File: config.mk
export PLATFORM = sky130hd
export DESIGN_NAME = jss_seq
export DESIGN_NICKNAME = d
export VERILOG_FILES = /design/src/hw/rtl/jss_pkg.sv /design/src/hw/rtl/jss_alu.sv /design/src/hw/rtl/jss_seq.sv
export SDC_FILE = /design/constraint.sdc
export NUM_CORES = 1
export LEC_CHECK = 0
export BUFFER_PORTS_ARGS = -buffer_cell sky130_fd_sc_hd__buf_2
export CORE_MARGIN = 10
export CORE_UTILIZATION = 56
export DETAILED_ROUTE_END_ITERATION = 16
export PLACE_DENSITY = 0.83
export SYNTH_ARGS = -nofsm -noshare
export SYNTH_HDL_FRONTEND = slang
export SYNTH_SLANG_ARGS = --single-unit
File: constraint.sdc
create_clock -name clk_i -period 6.1 [get_ports clk_i]
set_input_delay 0.915 -clock clk_i [delete_from_list [all_inputs] [get_ports clk_i]]
set_output_delay 0.915 -clock clk_i [all_outputs]
set_load 0.03 [all_outputs]
File: src/hw/rtl/jss_pkg.sv
// Shared types, constants and codes of the jump search table.
package jss_pkg;

  // Table geometry
  localparam int unsigned MAX_ENTRIES = 1024;
  localparam int unsigned ADDR_W      = $clog2(MAX_ENTRIES);
  localparam int unsigned CNT_W       = $clog2(MAX_ENTRIES + 1);
  localparam int unsigned DATA_W      = 32;
  localparam int unsigned STEP_W      = 6;

  // Configuration port
  localparam int unsigned CFG_IDX_W  = 2;
  localparam int unsigned CFG_DATA_W = 11;

  localparam logic [CFG_IDX_W-1:0] CFG_ENTRY_COUNT = 2'd0;
  localparam logic [CFG_IDX_W-1:0] CFG_JUMP_STEP   = 2'd1;

  // Request kinds
  localparam logic ACTION_LOAD   = 1'b0;
  localparam logic ACTION_SEARCH = 1'b1;

  typedef enum logic [2:0] {
    ST_IDLE,
    ST_START,
    ST_JUMP,
    ST_SCAN,
    ST_DONE
  } state_e;

  // Operands of the shared add/compare unit
  typedef struct packed {
    logic [CNT_W-1:0]         op_a;
    logic [CNT_W-1:0]         op_b;
    logic signed [DATA_W-1:0] word;
    logic signed [DATA_W-1:0] key;
  } alu_req_t;

  typedef struct packed {
    logic [CNT_W:0] sum;
    logic           word_le;
    logic           word_eq;
  } alu_rsp_t;

  // Table memory access from the sequencer
  typedef struct packed {
    logic              we;
    logic [ADDR_W-1:0] addr;
    logic [DATA_W-1:0] wdata;
  } ram_req_t;

endpackage

File: src/hw/rtl/jss_alu.sv
// Shared adder and signed comparator used by the jump and scan steps.
module jss_alu import jss_pkg::*; (
  input  alu_req_t req_i,
  output alu_rsp_t rsp_o
);

  // Add index operands, compare the table word against the key
  always_comb begin
    rsp_o.sum     = {1'b0, req_i.op_a} + {1'b0, req_i.op_b};
    rsp_o.word_le = (req_i.word <= req_i.key);
    rsp_o.word_eq = (req_i.word == req_i.key);
  end

endmodule

File: src/hw/rtl/jss_seq.sv
// Search sequencer: jump phase, linear scan and result register.
module jss_seq import jss_pkg::*; (
  input  logic                     clk_i,
  input  logic                     rst_ni,
  input  logic                     in_valid_i,
  output logic                     in_ready_o,
  input  logic                     action_i,
  input  logic [ADDR_W-1:0]        entry_index_i,
  input  logic signed [DATA_W-1:0] value_i,
  output logic                     out_valid_o,
  input  logic                     out_ready_i,
  output logic                     found_o,
  output logic [ADDR_W-1:0]        found_index_o,
  input  logic [CNT_W-1:0]         entry_count_i,
  input  logic [STEP_W-1:0]        jump_step_i,
  output ram_req_t                 ram_req_o,
  input  logic [DATA_W-1:0]        ram_rdata_i
);

  state_e                   state_q, state_d;
  logic signed [DATA_W-1:0] key_q, key_d;
  logic [CNT_W-1:0]         cnt_q, cnt_d;
  logic [STEP_W-1:0]        step_q, step_d;
  logic [CNT_W-1:0]         lo_q, lo_d;
  logic [CNT_W-1:0]         hi_q, hi_d;
  logic                     pend_q, pend_d;
  logic [ADDR_W-1:0]        cidx_q, cidx_d;
  logic                     rfound_q, rfound_d;
  logic [ADDR_W-1:0]        ridx_q, ridx_d;
  logic                     out_valid_q, out_valid_d;
  logic                     found_q, found_d;
  logic [ADDR_W-1:0]        fidx_q, fidx_d;

  alu_req_t         alu_req;
  alu_rsp_t         alu_rsp;
  logic [CNT_W-1:0] step_ext;
  logic [CNT_W-1:0] hi_first;
  logic [CNT_W-1:0] hi_jump;
  logic             in_fire;

  jss_alu u_alu (
    .req_i (alu_req),
    .rsp_o (alu_rsp)
  );

  // First block end and the next block end, both cut to the entry count
  assign step_ext = CNT_W'(step_q);
  assign hi_first = (step_ext > cnt_q) ? cnt_q : step_ext;
  assign hi_jump  = (alu_rsp.sum >= {1'b0, cnt_q}) ? cnt_q : alu_rsp.sum[CNT_W-1:0];
  assign in_fire  = in_valid_i && in_ready_o;

  // Next state and datapath
  always_comb begin
    state_d     = state_q;
    key_d       = key_q;
    cnt_d       = cnt_q;
    step_d      = step_q;
    lo_d        = lo_q;
    hi_d        = hi_q;
    pend_d      = pend_q;
    cidx_d      = cidx_q;
    rfound_d    = rfound_q;
    ridx_d      = ridx_q;
    found_d     = found_q;
    fidx_d      = fidx_q;
    out_valid_d = out_valid_q;

    // Drop the result once it is taken
    if (out_valid_q && out_ready_i) begin
      out_valid_d = 1'b0;
    end

    case (state_q)
      ST_IDLE: begin
        if (in_fire && action_i == ACTION_SEARCH) begin
          key_d   = value_i;
          cnt_d   = (entry_count_i > CNT_W'(MAX_ENTRIES)) ? CNT_W'(MAX_ENTRIES)
                                                          : entry_count_i;
          step_d  = (jump_step_i == '0) ? STEP_W'(1) : jump_step_i;
          state_d = ST_START;
        end
      end
      ST_START: begin
        lo_d   = '0;
        pend_d = 1'b0;
        if (cnt_q == '0) begin
          rfound_d = 1'b0;
          ridx_d   = '0;
          state_d  = ST_DONE;
        end else if (hi_first < cnt_q) begin
          hi_d    = hi_first;
          state_d = ST_JUMP;
        end else begin
          hi_d    = cnt_q;
          state_d = ST_SCAN;
        end
      end
      ST_JUMP: begin
        pend_d = 1'b0;
        if (alu_rsp.word_le) begin
          lo_d = hi_q;
          hi_d = hi_jump;
          if (hi_jump >= cnt_q) begin
            state_d = ST_SCAN;
          end
        end else begin
          state_d = ST_SCAN;
        end
      end
      ST_SCAN: begin
        if (pend_q && alu_rsp.word_eq) begin
          rfound_d = 1'b1;
          ridx_d   = cidx_q;
          state_d  = ST_DONE;
        end else if (lo_q < hi_q) begin
          pend_d = 1'b1;
          cidx_d = lo_q[ADDR_W-1:0];
          lo_d   = alu_rsp.sum[CNT_W-1:0];
        end else begin
          rfound_d = 1'b0;
          ridx_d   = '0;
          state_d  = ST_DONE;
        end
      end
      ST_DONE: begin
        if (!out_valid_q || out_ready_i) begin
          out_valid_d = 1'b1;
          found_d     = rfound_q;
          fidx_d      = ridx_q;
          state_d     = ST_IDLE;
        end
      end
      default: begin
        state_d = ST_IDLE;
      end
    endcase
  end

  // Memory address, shared unit operands and handshake outputs
  always_comb begin
    in_ready_o      = (state_q == ST_IDLE);
    ram_req_o.we    = 1'b0;
    ram_req_o.addr  = entry_index_i;
    ram_req_o.wdata = value_i;
    alu_req.op_a    = hi_q;
    alu_req.op_b    = step_ext;
    alu_req.word    = ram_rdata_i;
    alu_req.key     = key_q;

    case (state_q)
      ST_IDLE: begin
        ram_req_o.we = in_fire && (action_i == ACTION_LOAD);
      end
      ST_START: begin
        ram_req_o.addr = hi_first[ADDR_W-1:0];
      end
      ST_JUMP: begin
        ram_req_o.addr = hi_jump[ADDR_W-1:0];
      end
      ST_SCAN: begin
        alu_req.op_a   = lo_q;
        alu_req.op_b   = CNT_W'(1);
        ram_req_o.addr = lo_q[ADDR_W-1:0];
      end
      ST_DONE: begin
        ram_req_o.addr = entry_index_i;
      end
      default: begin
        ram_req_o.addr = entry_index_i;
      end
    endcase
  end

  assign out_valid_o   = out_valid_q;
  assign found_o       = found_q;
  assign found_index_o = fidx_q;

  // Control registers
  always_ff @(posedge clk_i or negedge rst_ni) begin
    if (!rst_ni) begin
      state_q     <= ST_IDLE;
      out_valid_q <= 1'b0;
      pend_q      <= 1'b0;
    end else begin
      state_q     <= state_d;
      out_valid_q <= out_valid_d;
      pend_q      <= pend_d;
    end
  end

  // Payload registers
  always_ff @(posedge clk_i) begin
    key_q    <= key_d;
    cnt_q    <= cnt_d;
    step_q   <= step_d;
    lo_q     <= lo_d;
    hi_q     <= hi_d;
    cidx_q   <= cidx_d;
    rfound_q <= rfound_d;
    ridx_q   <= ridx_d;
    found_q  <= found_d;
    fidx_q   <= fidx_d;
  end

`ifndef NO_ASSERTIONS
  a_jump_inside: assert property (@(posedge clk_i) disable iff (!rst_ni)
    (state_q == ST_JUMP) |-> (hi_q < cnt_q))
    else $error("jump block end outside the table");

  a_scan_bound: assert property (@(posedge clk_i) disable iff (!rst_ni)
    (state_q == ST_SCAN) |-> (lo_q <= hi_q && hi_q <= cnt_q))
    else $error("scan pointer past block end");

  a_match_inside: assert property (@(posedge clk_i) disable iff (!rst_ni)
    (state_q == ST_DONE && rfound_q) |-> ({1'b0, ridx_q} < cnt_q))
    else $error("match index outside the table");

  a_search_busy: assert property (@(posedge clk_i) disable iff (!rst_ni)
    (in_fire && action_i == ACTION_SEARCH) |=> !in_ready_o)
    else $error("new request taken during a search");
`endif

endmodule

==> impl_metrics.tcl <==
set metrics [dict create \
    status "finished clean" \
    clk_path_buf_depth 2 \
    cp.depth 19 \
    cts_tree "yes" \
    yosys.area.top_type_share 0.438 \
    gp_congestion 1.02 \
    initial_core_util 0.581 \
    yosysTopAreaCell "edfxtp_1" \
    slowest_stage "dfrtp_2" \
    required_ns 5.18 \
    hpwl_um 15900 \
    crit_path_max_fanout 13 \
    finalCritPeriodShare 0.951 \
    synth.avg_cell_area_um2 10.8 \
    ir_drop_mv 0.232 \
    die_w_um 132 \
    p_sw_mw 2.32 \
    p_int_mw 2.67 \
    power.density_nw_per_um2 614 \
    setup_viol_count_final 0 \
    ant_nets 0 \
    worst_slew_pin_slew_ns 1.08 \
    antenna_cells 0 \
    ys.flop_type "edfxtp_1" \
    cts_buffers 9 \
    nets 952 \
    clkSinkCount 108 \
    path_clk_slew_ns 0.08 \
    tns_ns 0 \
    placed_area_um2 7760 \
    finalHoldViolations 0 \
    path_delay_family "compound AO/OA/AOI/OAI gates" \
    finalClockSkew_ns 0.0119 \
    syn_inst 653 \
    fin_area_um2 8120 \
    grt_max_degree 50 \
    fmax_ghz 0.172 \
    synth_common_cells "103 x edfxtp_1, 81 x ha_1, 72 x inv_1, 40 x nand2_1, 32 x buf_4" \
    drc 0 \
    power_frac_clock 0.121 \
    cts_max_level 3 \
    cp.arrival_ns 4.89 \
    synth-async-reset-ratio 0.0463 \
    core_um2 12200 \
    wl_um 19800 \
    rsz0062_at_grt "no" \
    end_kind "primary output" \
    cp_cell_sequence "nor2b_4 -> and2_4 -> nand2_1 -> nand2_1 -> ha_1 -> inv_1 -> fa_1 -> nor2b_1 -> o31ai_2 -> a2111oi_2 -> xnor2_1 -> mux2i_1 -> ha_1 -> o221a_2 -> o21ai_1 -> and3_4 -> mux2_4 -> a21o_1 -> buf_2" \
    die_area_um2 17500 \
    power_mw 4.99 \
    cap_viol_max_count 0 \
    critPathMaxStageDelay_ns 0.50 \
    drive_gt1_frac 0.270 \
    io_buffers 151 \
    vias 5475 \
    ys_top_cells_by_area "edfxtp_1 44%, ha_1 14%, inv_1 3.8%" \
    clock_latency_ns 0.35 \
    hp-class "primary input to async pin" \
    rows 40 \
    power_frac_comb 0.623 \
    synth_fp_nets 831 \
    worstSetupStartpointType "flip-flop" \
    ctsRootBufferMaster "clkbuf_16" \
    dr.pass1.iters 5 \
    p_sw_frac 0.464 \
    drt_iter0_drc 448 \
    grt_pass1_wl_um 30400 \
    yosysUniqueCellTypes 61 \
    synth-seq-cells 108 \
    die_y_um 132 \
    synth_edf_count 103 \
    worst_r2r_path_depth 25 \
    netlist_area_um2 7070 \
    yosysWarnings 0 \
    wire_per_inst_um 20.9 \
    antenna_found_initial 0 \
    track_usage 0.219 \
    final_max_slew_viol_count 0 \
    path_buf_inv 2 \
    gr-total-overflow 0 \
    min_period_ns 5.80 \
    synth.most_common_cell "edfxtp_1" \
    io_pins 152 \
    yosysSeqAreaShare 0.455 \
    p_leak_nw 3.65 \
    p_seq_frac 0.256 \
    area_growth_pct 14.9 \
    grt_pass1_vias 5746 \
    crit_type "flip-flop to primary output" \
    slew_headroom 0.280 \
    routed_via_density 5.78 \
]
-- worst register-to-register path, stage by stage, from the launching register on --
cell and delay, ns:
dfrtp_2 0.50, nor2b_4 0.17, and2_4 0.21, nand2_1 0.06
nand2_1 0.06, ha_1 0.20, inv_1 0.07, fa_1 0.41
nor2b_1 0.19, o31ai_2 0.14, a2111oi_2 0.39, xnor2_1 0.11
mux2i_1 0.23, ha_1 0.30, o221a_2 0.28, o21ai_1 0.15
and3_4 0.35, mux2i_1 0.30, ha_1 0.29, nor2b_1 0.14
o21a_1 0.17, o211ai_1 0.16, nand3_1 0.09, a21oi_1 0.21
o211ai_1 0.13, o21a_1 0.19
-- per-layer routing --
metal / GRT usage / vias to the layer above / share of wire / wire length, um
met1: 0.266 / 2616 / 0.40 / 7970
met4: 0.0844 / 0 / 0.026 / 511
met3: 0.0347 / 33 / 0.058 / 1150
met2: 0.379 / 243 / 0.51 / 10100
met5: 0 / - / 0 / 0
li1: - / 2583 / - / -
-- area by class of cell --
| cell class | instances | area (um2) |
|---|---|---|
| multi-input cells | 418 | 3250 |
| well taps | 168 | 210 |
| flip-flops and latches | 108 | 3220 |
| clock buffers | 11 | 243 |
| repair buffers | 165 | 861 |
| clock inverters | 5 | 60.1 |
| fillers | 963 | 4040 |
| inverters | 72 | 270 |
-- kinds of logic after synthesis --
| group | Yosys count | synth area share |
|---|---|---|
| AOI/OAI and AO/OA | 142 | 0.139 |
| adders and majority gates | 82 | 0.146 |
| and+or+nand+nor | 163 | 0.124 |
| muxes | 20 | 0.0338 |
| DFF | 108 | 0.455 |
| xor gates and xnor gates | 10 | 0.0124 |
| buffers and inverters | 128 | 0.0892 |
-- worst paths after layout --
check	to	startpoint	slack (ns)
max	ram_req_o[35]	state_q[2]$_DFFE_PN0P_	0.30
min	state_q[0]$_DFFE_PN0P_	rst_ni	0.37
max reg2reg	state_q[0]$_DFFE_PN0P_	state_q[2]$_DFFE_PN0P_	0.49
min reg2reg	found_index_o[2]$_DFFE_PP_	ridx_q[2]$_SDFFCE_PN0P_	0.42
max in group asynchronous	state_q[2]$_DFFE_PN0P_	rst_ni	5.56
min in group clk_i	found_index_o[2]$_DFFE_PP_	ridx_q[2]$_SDFFCE_PN0P_	0.42
-- power groups by stage --
stage,clock [mW],combinational (mW),sequential (mW)
2_1_floorplan,0,2.09,1.23
3_3_place_gp,0,2.89,1.28
3_5_place_dp,0,2.95,1.29
4_1_cts,0.610,2.99,1.27
5_1_grt,0.645,3.35,1.30
6_report,0.602,3.11,1.28
-- per-stage QoR --
stage	cells	util	setup WS, ns	hold WS, ns
after CTS	943	0.664	0.0262	0.367
final	947	0.668	0.299	0.375
after detailed placement	927	0.638	0.231	0.414
after global placement	927	0.638	0.414	0.407
after global routing	947	0.668	0.0368	0.364
after floorplan	653	-	0.756	0.400
-- what timing repair did --
item / in CTS / in global routing
hold buffers: 0 / 0
setup endpoints to repair: 4 / 11
pin swaps: 0 / 1
gates resized for setup: 3 / 7
hold endpoints to repair: 0 / 0
setup buffers: 0 / 3
cloned: 0 / 1
-- placed cells by master, fill, tap and decap left out, types with 3 or more instances in the layout --
cell and n:
o22ai_1 5, a2111oi_0 3, ha_1 81, and3_1 4, nor2b_1 17, nor3_1 9, buf_4 14, a2111oi_2 3
edfxtp_1 103, o21ai_1 9, o21a_1 6, nand2b_1 6, xnor2_1 9, mux2_4 5, nand4_1 11, a21oi_1 30
nand2_1 40, o21ai_0 27, nor2_1 24, a211oi_1 6, nand3_1 14, o21bai_1 6, and2_1 19, a221o_1 9
dfrtp_2 3, nor4_1 3, clkbuf_16 9, buf_2 151, a22oi_1 4, mux2i_1 10, a21o_1 12, o211ai_1 3
inv_1 72, a22o_1 4
-- state kept, by name (all words and copies together), names as in the netlist --
register,flops
found_o,1
pend_q,1
hi_q,11
key_q,32
out_valid_o,1
ridx_q,10
cnt_q,11
found_index_o,10
step_q,6
lo_q,11
cidx_q,10
state_q,3
rfound_q,1
Note: power is estimated with default switching activity, not from simulation.
